`config.mk`:
```
export PLATFORM = sky130hd
export DESIGN_NAME = binary_to_ascii_digits_flat
export DESIGN_NICKNAME = d
export VERILOG_FILES = /design/src/rtl/bta_pkg.sv /design/src/rtl/bta_if.sv /design/src/rtl/bta_datapath.sv /design/src/rtl/bta_controller.sv /design/src/rtl/binary_to_ascii_digits.sv /design/src/flat_wrapper.sv
export VERILOG_INCLUDE_DIRS = /design/src /design/src/rtl
export SDC_FILE = /design/constraint.sdc
export NUM_CORES = 1
export LEC_CHECK = 0
export ABC_AREA = 1
export BUFFER_PORTS_ARGS = -buffer_cell sky130_fd_sc_hd__buf_2
export CAP_MARGIN = 20
export CORE_MARGIN = 2
export CORE_UTILIZATION = 38
export CTS_BUF_LIST = sky130_fd_sc_hd__clkbuf_8 sky130_fd_sc_hd__clkbuf_16
export CTS_CLUSTER_SIZE = 30
export DETAILED_ROUTE_END_ITERATION = 16
export GPL_TIMING_DRIVEN = 0
export SKIP_LAST_GASP = 1
export SLEW_MARGIN = 20
export SYNTH_ARGS = -nofsm -noshare
export SYNTH_HDL_FRONTEND = slang
export SYNTH_SLANG_ARGS = --single-unit
```
`constraint.sdc`:
```
create_clock -name clk -period 2.3 [get_ports clk]
set_input_delay 0.23 -clock clk [delete_from_list [all_inputs] [get_ports clk]]
set_output_delay 0.23 -clock clk [all_outputs]
set_load 0.02 [all_outputs]
```
`src/rtl/binary_to_ascii_digits_defines.svh`:
```
// Assertion macros for the binary to ASCII digit converter.
`ifndef BINARY_TO_ASCII_DIGITS_DEFINES_SVH
`define BINARY_TO_ASCII_DIGITS_DEFINES_SVH

`ifndef NO_ASSERTIONS

`define BTA_ASSERT_IMPL(label, ante, cons) \
    label: assert property (@(posedge clk) disable iff (!rst_n) (ante) |-> (cons)) \
        else $error("bta assertion failed: same-cycle implication");

`define BTA_ASSERT_NEXT(label, ante, cons) \
    label: assert property (@(posedge clk) disable iff (!rst_n) (ante) |=> (cons)) \
        else $error("bta assertion failed: next-cycle implication");

`else

`define BTA_ASSERT_IMPL(label, ante, cons)

`define BTA_ASSERT_NEXT(label, ante, cons)

`endif

`endif

```
`src/rtl/bta_pkg.sv`:
```
// Shared constants, command/status types and digit helpers for the converter.
package bta_pkg;

    localparam int MODE_W      = 3;
    localparam int VALUE_W     = 32;
    localparam int CHAR_W      = 8;
    localparam int DIGIT_W     = 4;
    localparam int DIGITS_MAX  = 10;
    localparam int DIG_IDX_W   = 4;
    localparam int SHIFT_CNT_W = 5;

    localparam logic [MODE_W-1:0] MODE_DEC8  = 3'd0;
    localparam logic [MODE_W-1:0] MODE_DEC16 = 3'd1;
    localparam logic [MODE_W-1:0] MODE_DEC32 = 3'd2;
    localparam logic [MODE_W-1:0] MODE_HEX8  = 3'd3;
    localparam logic [MODE_W-1:0] MODE_HEX16 = 3'd4;

    localparam logic [CHAR_W-1:0] ASCII_ZERO = 8'h30;
    localparam logic [CHAR_W-1:0] ASCII_A    = 8'h61;

    typedef logic [DIGITS_MAX-1:0][DIGIT_W-1:0] digits_t;

    typedef struct packed {
        logic load;
        logic shift;
        logic emit;
    } ctrl_cmd_t;

    typedef struct packed {
        logic mode_ok;
        logic mode_dec;
        logic shift_done;
        logic dig_done;
    } dp_status_t;

    function automatic logic [CHAR_W-1:0] to_ascii(input logic [DIGIT_W-1:0] nib);
        logic [CHAR_W-1:0] wide;
        wide = {{(CHAR_W-DIGIT_W){1'b0}}, nib};
        if (nib < 4'd10)
            return ASCII_ZERO + wide;
        else
            return ASCII_A + wide - 8'd10;
    endfunction

    function automatic logic [DIGIT_W-1:0] dabble_adjust(input logic [DIGIT_W-1:0] d);
        if (d >= 4'd5)
            return d + 4'd3;
        else
            return d;
    endfunction

endpackage

```
`src/rtl/bta_if.sv`:
```
// Channel interfaces for the converter: input word and output word.
interface bta_in_if;
    import bta_pkg::*;

    logic               valid;
    logic               ready;
    logic [MODE_W-1:0]  mode;
    logic [VALUE_W-1:0] value;

    modport source (output valid, output mode, output value, input ready);
    modport sink   (input valid, input mode, input value, output ready);
endinterface

interface bta_out_if;
    import bta_pkg::*;

    logic              valid;
    logic              ready;
    logic [CHAR_W-1:0] character;
    logic              last;

    modport source (output valid, output character, output last, input ready);
    modport sink   (input valid, input character, input last, output ready);
endinterface

```
`src/rtl/bta_datapath.sv`:
```
// Datapath: value shifter, BCD double-dabble register, digit counters, output word.
module bta_datapath (
    input  logic                        clk,
    input  logic                        rst_n,
    input  logic [bta_pkg::MODE_W-1:0]  mode,
    input  logic [bta_pkg::VALUE_W-1:0] value,
    input  bta_pkg::ctrl_cmd_t          cmd,
    output bta_pkg::dp_status_t         status,
    output logic [bta_pkg::CHAR_W-1:0]  character,
    output logic                        last
);
    import bta_pkg::*;

    logic [VALUE_W-1:0]     val_reg;
    logic [VALUE_W-1:0]     val_next;
    digits_t                bcd_reg;
    digits_t                bcd_next;
    digits_t                bcd_adj;
    logic [DIGITS_MAX*DIGIT_W-1:0] adj_bits;
    logic [SHIFT_CNT_W-1:0] cnt_reg;
    logic [SHIFT_CNT_W-1:0] cnt_next;
    logic [DIG_IDX_W-1:0]   dig_reg;
    logic [DIG_IDX_W-1:0]   dig_next;
    logic [CHAR_W-1:0]      char_reg;
    logic [CHAR_W-1:0]      char_next;
    logic                   last_reg;
    logic                   last_next;

    always_comb
    begin
        status.mode_ok    = 1'b0;
        status.mode_dec   = 1'b0;
        case (mode) inside
            MODE_DEC8, MODE_DEC16, MODE_DEC32:
            begin
                status.mode_ok  = 1'b1;
                status.mode_dec = 1'b1;
            end
            MODE_HEX8, MODE_HEX16:
            begin
                status.mode_ok  = 1'b1;
            end
            default:
            begin
                status.mode_ok  = 1'b0;
            end
        endcase
        status.shift_done = (cnt_reg == '0);
        status.dig_done   = (dig_reg == '0);
    end

    always_comb
    begin
        for (int g = 0; g < DIGITS_MAX; g++)
            bcd_adj[g] = dabble_adjust(bcd_reg[g]);
    end

    assign adj_bits = bcd_adj;

    always_comb
    begin
        val_next  = val_reg;
        bcd_next  = bcd_reg;
        cnt_next  = cnt_reg;
        dig_next  = dig_reg;
        char_next = char_reg;
        last_next = last_reg;

        if (cmd.load)
        begin
            bcd_next = '0;
            cnt_next = '0;
            case (mode)
                MODE_DEC8:
                begin
                    val_next = {value[7:0], 24'b0};
                    cnt_next = 5'd7;
                    dig_next = 4'd2;
                end
                MODE_DEC16:
                begin
                    val_next = {value[15:0], 16'b0};
                    cnt_next = 5'd15;
                    dig_next = 4'd4;
                end
                MODE_DEC32:
                begin
                    val_next = value;
                    cnt_next = 5'd31;
                    dig_next = 4'd9;
                end
                MODE_HEX8:
                begin
                    bcd_next = digits_t'({32'b0, value[7:0]});
                    dig_next = 4'd1;
                end
                MODE_HEX16:
                begin
                    bcd_next = digits_t'({24'b0, value[15:0]});
                    dig_next = 4'd3;
                end
                default:
                begin
                    dig_next = dig_reg;
                end
            endcase
        end
        else if (cmd.shift)
        begin
            bcd_next = digits_t'({adj_bits[DIGITS_MAX*DIGIT_W-2:0], val_reg[VALUE_W-1]});
            val_next = {val_reg[VALUE_W-2:0], 1'b0};
            cnt_next = cnt_reg - 1'b1;
        end
        else if (cmd.emit)
        begin
            char_next = to_ascii(bcd_reg[dig_reg]);
            last_next = (dig_reg == '0);
            dig_next  = dig_reg - 1'b1;
        end
    end

    always_ff @(posedge clk or negedge rst_n)
    begin
        if (!rst_n)
        begin
            cnt_reg <= '0;
            dig_reg <= '0;
        end
        else
        begin
            cnt_reg <= cnt_next;
            dig_reg <= dig_next;
        end
    end

    always_ff @(posedge clk)
    begin
        val_reg  <= val_next;
        bcd_reg  <= bcd_next;
        char_reg <= char_next;
        last_reg <= last_next;
    end

    assign character = char_reg;
    assign last      = last_reg;

endmodule

```
`src/rtl/bta_controller.sv`:
```
// Controller: sequences load, double-dabble shifts and digit emission.
module bta_controller (
    input  logic                clk,
    input  logic                rst_n,
    input  logic                in_valid,
    output logic                in_ready,
    output logic                out_valid,
    input  logic                out_ready,
    input  bta_pkg::dp_status_t status,
    output bta_pkg::ctrl_cmd_t  cmd
);
    import bta_pkg::*;

    typedef enum logic [1:0] {
        ST_IDLE,
        ST_CONV,
        ST_EMIT
    } state_t;

    state_t state_reg;
    state_t state_next;
    logic   out_valid_reg;
    logic   out_valid_next;

    always_comb
    begin
        state_next     = state_reg;
        out_valid_next = out_valid_reg && !out_ready;
        cmd            = '0;
        in_ready       = 1'b0;

        unique case (state_reg)
            ST_IDLE:
            begin
                in_ready = 1'b1;
                if (in_valid && status.mode_ok)
                begin
                    cmd.load   = 1'b1;
                    state_next = status.mode_dec ? ST_CONV : ST_EMIT;
                end
            end
            ST_CONV:
            begin
                cmd.shift = 1'b1;
                if (status.shift_done)
                    state_next = ST_EMIT;
            end
            ST_EMIT:
            begin
                if (!out_valid_reg || out_ready)
                begin
                    cmd.emit       = 1'b1;
                    out_valid_next = 1'b1;
                    if (status.dig_done)
                        state_next = ST_IDLE;
                end
            end
            default:
            begin
                state_next = ST_IDLE;
            end
        endcase
    end

    always_ff @(posedge clk or negedge rst_n)
    begin
        if (!rst_n)
        begin
            state_reg     <= ST_IDLE;
            out_valid_reg <= 1'b0;
        end
        else
        begin
            state_reg     <= state_next;
            out_valid_reg <= out_valid_next;
        end
    end

    assign out_valid = out_valid_reg;

endmodule

```
`src/rtl/binary_to_ascii_digits.sv`:
```
// Top level of the binary to ASCII digit converter.
//
//   channel   dir  payload                  handshake
//   in_word   in   mode[2:0], value[31:0]   valid/ready
//   out_word  out  character[7:0], last     valid/ready
//
// Decimal words take a load, then 8, 16 or 32 double-dabble shifts, then
// one digit per cycle (3, 5 or 10) while the output is not stalled; hex words
// skip the shifts. All modes share the single BCD shift register.
// Reset clears the controller and the datapath counters; value, BCD and char regs are not reset.
// A stalled output holds the digit sequencer; a new word is taken once the last
// digit sits in the output register. Unused modes are taken and give no words.
`include "binary_to_ascii_digits_defines.svh"

module binary_to_ascii_digits (
    input  logic       clk,
    input  logic       rst_n,
    bta_in_if.sink     in_word,
    bta_out_if.source  out_word
);
    import bta_pkg::*;

    ctrl_cmd_t  cmd;
    dp_status_t status;

    bta_controller u_ctrl (
        .clk       (clk),
        .rst_n     (rst_n),
        .in_valid  (in_word.valid),
        .in_ready  (in_word.ready),
        .out_valid (out_word.valid),
        .out_ready (out_word.ready),
        .status    (status),
        .cmd       (cmd)
    );

    bta_datapath u_dp (
        .clk       (clk),
        .rst_n     (rst_n),
        .mode      (in_word.mode),
        .value     (in_word.value),
        .cmd       (cmd),
        .status    (status),
        .character (out_word.character),
        .last      (out_word.last)
    );

    `BTA_ASSERT_IMPL(a_load_on_accept, cmd.load, in_word.valid && in_word.ready)
    `BTA_ASSERT_NEXT(a_emit_fills_output, cmd.emit, out_word.valid)
    `BTA_ASSERT_NEXT(a_final_digit_frees_input, cmd.emit && status.dig_done, in_word.ready)

endmodule

```
`src/flat_wrapper.sv`:
```
// flat-port wrapper written by rule: the top's interface ports become plain ports
module binary_to_ascii_digits_flat import bta_pkg::*;
  (clk, rst_n, in_word_valid, in_word_mode, in_word_value, in_word_ready, out_word_valid, out_word_character, out_word_last, out_word_ready);
  bta_in_if in_word_i ();
  bta_out_if out_word_i ();
  input  logic clk;
  input  logic rst_n;
  input wire logic [$bits(in_word_i.valid)-1:0] in_word_valid;
  input wire logic [$bits(in_word_i.mode)-1:0] in_word_mode;
  input wire logic [$bits(in_word_i.value)-1:0] in_word_value;
  output wire logic [$bits(in_word_i.ready)-1:0] in_word_ready;
  output wire logic [$bits(out_word_i.valid)-1:0] out_word_valid;
  output wire logic [$bits(out_word_i.character)-1:0] out_word_character;
  output wire logic [$bits(out_word_i.last)-1:0] out_word_last;
  input wire logic [$bits(out_word_i.ready)-1:0] out_word_ready;
  assign in_word_i.valid = in_word_valid;
  assign in_word_i.mode = in_word_mode;
  assign in_word_i.value = in_word_value;
  assign in_word_ready = in_word_i.ready;
  assign out_word_valid = out_word_i.valid;
  assign out_word_character = out_word_i.character;
  assign out_word_last = out_word_i.last;
  assign out_word_i.ready = out_word_ready;
  binary_to_ascii_digits u_core (.clk(clk), .rst_n(rst_n), .in_word(in_word_i), .out_word(out_word_i));
endmodule
```
==> results of run 1 <==
==> placed cells by master, fill, tap and decap left out, types with 3 or more instances in the layout <==
master     Yosys  routed
a21oi_1       34      34
edfxtp_1      80      80
nand2_1      104     102
inv_2         10      10
o22ai_1        3       3
nand2_2        4       5
a221oi_1       8       8
nor2_1        35      35
buf_6          4       4
nand3_2        3       3
nand2_4        2       3
clkbuf_16      0       9
nand3_1       43      43
inv_1         92      92
ha_1          24      24
buf_2         12      60
o211ai_2       8       8
o211a_1        4       4
clkinv_4       0       3
o21ai_1        8       8
o21ai_0       79      79
buf_4          4       4
o211ai_1      10      10
xor2_1         5       5
dfrtp_1       12      12
o32ai_1        5       5
==> logic make-up after synthesis <==
group | after synthesis | share of synthesized area
and+or+nand+nor | 197 | 0.157
AOI/OAI and AO/OA | 167 | 0.187
buffers and inverters | 124 | 0.0964
DFF | 92 | 0.493
adders and majority gates | 24 | 0.0548
xor gates and xnor gates | 6 | 0.00959
other | 2 | 0.00137
==> power breakdown <==
group          internal (W)  switching, W  total [W]
clock              0.000849      0.000689    0.00154
sequential          0.00296      0.000411    0.00337
combinational       0.00154       0.00278    0.00432
total               0.00535       0.00388    0.00923
==> per-stage QoR <==
stage | hold WS (ns) | setup WS [ns] | cells | utilization
6_report | 0.0865 | 0.170 | 858 | 0.450
5_1_grt | 0.0970 | 0.0230 | 858 | 0.450
3_3_place_gp | 0.133 | -0.391 | 840 | 0.425
2_1_floorplan | -0.0656 | 0.0853 | 612 | -
4_1_cts | 0.0751 | 0.140 | 858 | 0.449
3_5_place_dp | 0.140 | 0.153 | 841 | 0.427
==> layer usage <==
metal | global-route usage | vias to the layer above | routed length (um)
met1 | 0.238 | 2165 | 5780
met4 | 0.0463 | 0 | 191
met3 | 0.0362 | 19 | 632
met2 | 0.313 | 121 | 6570
li1 | - | 2226 | -
met5 | 0 | - | 0
==> timing repair <==
item                                   4_1_cts  5_1_grt
hold buffers                                 1        0
gates resized for setup                      0        1
endpoints found under the hold margin       12        0
setup endpoints to repair                    0       28
==> worst max-delay path by stage <==
stage                                                start                                 end  slack, ns  cells after the start
floorplan           u_core.u_ctrl.state_reg[0]$_DFFE_PN0P_    u_core.u_dp.bcd_reg[0]$_DFFE_PP_       0.09                      4
global placement    u_core.u_ctrl.state_reg[1]$_DFFE_PN0P_  u_core.u_dp.cnt_reg[1]$_DFFE_PN0P_      -0.39                      4
detailed placement  u_core.u_ctrl.state_reg[0]$_DFFE_PN0P_   u_core.u_dp.val_reg[26]$_DFFE_PP_       0.15                      6
CTS                 u_core.u_ctrl.state_reg[0]$_DFFE_PN0P_    u_core.u_dp.val_reg[4]$_DFFE_PP_       0.14                      6
global route            u_core.u_dp.dig_reg[0]$_DFFE_PN0P_  u_core.u_dp.character[2]$_DFFE_PP_       0.02                     13
finish                  u_core.u_dp.dig_reg[0]$_DFFE_PN0P_  u_core.u_dp.character[2]$_DFFE_PP_       0.17                     13
==> final cells by class <==
cell class              instances  share of cell area
plain buffers                  21              0.0221
clock buffers                   9              0.0358
clock inverters                 7              0.0121
inverters                     103              0.0618
multi-input cells             396               0.359
flip-flops and latches         92               0.430
well taps                     180              0.0358
repair buffers                 50              0.0441
==> results_dict.tcl, run 1 <==
set metrics [dict create \
    worst_path_max_delay_cell "dfrtp_1" \
    fin_crit_ns 2.13 \
    max_freq_mhz 469 \
    coreArea_mm2 0.0140 \
    synthArstFlopShare 0.130 \
    hold_path.startpoint "out_word_ready" \
    ys_warn_count 0 \
    fin_crit_sh 0.926 \
    fp.dieH_um 124 \
    grt_pass1_vias 4450 \
    cts_tree "done" \
    slew_viol_final 0 \
    yosysSeqAreaShare 0.493 \
    p_leak_nw 2.83 \
    path_class "flop to flop" \
    cts-htree-levels 3 \
    grt_usage 0.183 \
    final_cell_area_mm2 0.00629 \
    numCtsBuffers 9 \
    fp-row-count 43 \
    cp_max_fo 10 \
    hold_violations 0 \
    total_power_w 0.00923 \
    crit_top_cell "nand2_1" \
    grt_max_degree 33 \
    synth.distinct_cells 41 \
    hold_path_depth 2 \
    synth_flop_cell "edfxtp_1" \
    antenna_cells 0 \
    rsz0062_at_grt "false" \
    clk_path_buf_depth 2 \
    cp-end-kind "flop" \
    drive_gt1_frac 0.176 \
    rrSetupSlack_ns 0.17 \
    hold_end "u_core.u_ctrl.out_valid$_DFF_PN0_" \
    gr-total-overflow 0 \
    place_congestion 0.822 \
    hpwl_mm 9.69 \
    drt-initial-drc-count 275 \
    outcome "finished clean" \
    r2r-end "u_core.u_dp.character[2]$_DFFE_PP_" \
    syn_inst 612 \
    setup_violations 0 \
    multi_input_area_mm2 0.00226 \
    max_stage_delay_ns 0.37 \
    synth_seq_cells 92 \
    cts_setup_buffers 0 \
    r2r_cells 13 \
    grt_antenna_before_repair 0 \
    routedWlPerCell_um 15.4 \
    syn2layout_area_growth_pct 14.9 \
    cts_root_buf "clkbuf_16" \
    viasPerCell 5.28 \
    io_buffers 48 \
    hold_path_class "input pin to flop" \
    startpoint_type "flop" \
    final_net_count 736 \
    dieArea_mm2 0.0154 \
    powerDensity_mw_per_mm2 1470 \
    path_buf_inv 4 \
    synthTopCellsByArea "edfxtp_1 44%, o21ai_0 7.2%, nand2_1 7.1%, inv_1 6.3%, dfrtp_1 5.5%" \
    start_util 0.392 \
    drt_wl_total_mm 13.2 \
    finClkSkew_ns 0.00756 \
    syn_area_mm2 0.00548 \
    clk_latency_ns 0.35 \
    r2r_start "u_core.u_dp.dig_reg[0]$_DFFE_PN0P_" \
    largest_register_ffs 40 \
    irDropWorstVdd_mv 0.736 \
    clkTransAtPathRegs_ns 0.07 \
    worstPathArrival_ns 2.24 \
    worst_slew_pin_slew_ns 0.695 \
    yosysTopAreaCell "edfxtp_1" \
    numClockSinks 92 \
    ioPinCount 50 \
    synth.most_common_cell "nand2_1" \
    setup_tns_ns 0 \
    avgSynthCellArea_um2 8.95 \
    drt_first_pass_iters 5 \
    synth_nets 675 \
    regArea_mm2 0.00270 \
    drtAntennaViolNets 0 \
    cap_violations 0 \
    grt_pass1_wl_mm 21.7 \
    max_slew_margin 0.535 \
    drc 0 \
    synth-edff-count 80 \
    worstPathRequired_ns 2.41 \
    placed_area_mm2 0.00598 \
    crit_family "simple AND/OR/NAND/NOR gates" \
    ys_top_cells_by_count "104 x nand2_1, 92 x inv_1, 80 x edfxtp_1" \
    nFillCells 1390 \
    via_count 4531 \
    crit_chain "buf_4, buf_2, o211ai_1, nand3_1, nand3_1, nand2_1, inv_1, ha_1, inv_1, nand2_1, nand2_1, nand3_1, nand2_1" \
    synth_top_area_frac 0.439 \
    die_w_um 124 \
]
No activity file was read; power rests on OpenSTA's default activity.
==> inputs of run 2 (changes only) <==
RECOVER_POWER = 100   (was unset)
==> run 2 against run 1 <==
Sequential share of layout area grew 0.57 points; non-clock buffer count is the same; largest power group unchanged; highest routed layer unchanged; critical path type unchanged; critical path depth is the same; first-iteration DRC count grew 2.2%.
==> results_dict.tcl, run 2 (synthesized netlist as in run 1, its figures left out) <==
set metrics [dict create \
    drive_gt1_frac 0.130 \
    drtAntennaViolNets 0 \
    die_w_um 124 \
    cts-htree-levels 3 \
    routedWlPerCell_um 15.3 \
    via_count 4538 \
    drt_wl_total_mm 13.1 \
    cts_setup_buffers 0 \
    p_leak_nw 2.74 \
    place_congestion 0.822 \
    cp_max_fo 10 \
    worstPathRequired_ns 2.41 \
    hold_end "u_core.u_ctrl.out_valid$_DFF_PN0_" \
    hold_path.startpoint "out_word_ready" \
    rrSetupSlack_ns 0.16 \
    max_stage_delay_ns 0.37 \
    hold_path_depth 2 \
    worstPathArrival_ns 2.25 \
    final_cells 858 \
    crit_chain "buf_4, buf_2, o211ai_1, nand3_1, nand3_1, nand2_1, inv_1, ha_1, inv_1, nand2_1, nand2_1, nand3_1, nand2_1" \
    path_class "flop to flop" \
    numClockSinks 92 \
    mostFrequentLayoutCells "103 x nand2_1, 92 x inv_1, 82 x o21ai_0, 80 x edfxtp_1, 43 x nand3_1" \
    grt_max_degree 33 \
    gr-total-overflow 0 \
    startpoint_type "flop" \
    clk_latency_ns 0.35 \
    cp-startpoint "u_core.u_dp.dig_reg[0]$_DFFE_PN0P_" \
    drt_first_pass_iters 5 \
    powerDensity_mw_per_mm2 1470 \
    drt-initial-drc-count 281 \
    final_net_count 736 \
    finClkSkew_ns 0.00827 \
    start_util 0.392 \
    largest_register_ffs 40 \
    fin_crit_ns 2.14 \
    hpwl_mm 9.69 \
    r2r_start "u_core.u_dp.dig_reg[0]$_DFFE_PN0P_" \
    numCtsBuffers 9 \
    cap_violations 0 \
    outcome "finished clean" \
    worst_slew_pin_slew_ns 0.768 \
    ioPinCount 50 \
    max_freq_mhz 467 \
    fin_crit_sh 0.931 \
    dp.cells 841 \
    nFillCells 1399 \
    drc 0 \
    slew_viol_final 0 \
    hold_path_class "input pin to flop" \
    grt_usage 0.183 \
    crit_top_cell "nand2_1" \
    coreArea_mm2 0.0140 \
    fp.dieH_um 124 \
    io_buffers 48 \
    clk_path_buf_depth 2 \
    cp-end-kind "flop" \
    grt_antenna_before_repair 0 \
    max_slew_margin 0.488 \
    grt_pass1_wl_mm 21.7 \
    r2r_cells 13 \
    cts_root_buf "clkbuf_16" \
    hold_violations 0 \
    cts_tree "done" \
    antenna_cells 0 \
    r2r-end "u_core.u_dp.character[2]$_DFFE_PP_" \
    syn2layout_area_growth_pct 13.4 \
    fp-row-count 43 \
    grt_pass1_vias 4450 \
    mostFrequentLayoutCell "nand2_1" \
    total_power_w 0.00913 \
    viasPerCell 5.29 \
    clkTransAtPathRegs_ns 0.07 \
    rsz0062_at_grt "false" \
    worst_path_max_delay_cell "dfrtp_1" \
    irDropWorstVdd_mv 0.729 \
    setup_violations 0 \
    dieArea_mm2 0.0154 \
]
run 2: cell types whose count changed in the layout (fill, tap and decap cells not counted), sizes merged:
cell,before,now
buf,69,48
clkbuf,10,31
run 2: final cells by class:
type                    instances  area, um2  area share
well taps                     180        225      0.0363
clock inverters                 7       76.3      0.0123
multi-input cells             396       2200       0.355
plain buffers                  21        125      0.0201
clock buffers                   9        225      0.0363
inverters                     103        389      0.0627
repair buffers                 50        264      0.0425
flip-flops and latches         92       2700       0.435
run 2: stage by stage:
step | hold slack (ns) | instance area (um2) | setup TNS, ns | setup slack, ns | utilization
2_1_floorplan | -0.0656 | 5480 | 0 | 0.0853 | -
3_5_place_dp | 0.140 | 5980 | 0 | 0.153 | 0.427
3_3_place_gp | 0.133 | 5940 | -23.32 | -0.391 | 0.425
6_report | 0.0862 | 6210 | 0 | 0.158 | 0.444
5_1_grt | 0.0970 | 6210 | 0 | 0.0205 | 0.444
4_1_cts | 0.0751 | 6290 | 0 | 0.140 | 0.449
run 2: what timing repair did:
item | CTS | global route
hold buffers | 1 | 0
endpoints found under the hold margin | 12 | 0
resized for setup | 0 | 1
setup endpoints to repair | 0 | 28
run 2: layer usage:
layer  wire length [um]  global-route usage
met5                  0                   0
met4                244              0.0463
met3                588              0.0362
met2               6500               0.313
met1               5810               0.238
run 2: worst max path at each step:
| stage | to | slack (ns) |
|---|---|---|
| after CTS | u_core.u_dp.val_reg[4]$_DFFE_PP_ | 0.14 |
| after global placement | u_core.u_dp.cnt_reg[1]$_DFFE_PN0P_ | -0.39 |
| after floorplan | u_core.u_dp.bcd_reg[0]$_DFFE_PP_ | 0.09 |
| after global routing | u_core.u_dp.character[2]$_DFFE_PP_ | 0.02 |
| final | u_core.u_dp.character[2]$_DFFE_PP_ | 0.16 |
| after detailed placement | u_core.u_dp.val_reg[26]$_DFFE_PP_ | 0.15 |
run 2: critical path, delay by kind of cell, from the launching register on:
family / cells / cell delay [ns]
and+or+nand+nor: 7 / 0.60
buffers and inverters: 4 / 0.55
DFF: 1 / 0.37
AOI/OAI and AO/OA: 1 / 0.20
adders and majority gates: 1 / 0.18
run 2: power by group:
part / internal [W] / switching [W] / leakage, nW
sequential: 0.00296 / 0.000406 / 0.899
combinational: 0.00147 / 0.00276 / 1.70
clock: 0.000849 / 0.000683 / 0.144
total: 0.00529 / 0.00385 / 2.74
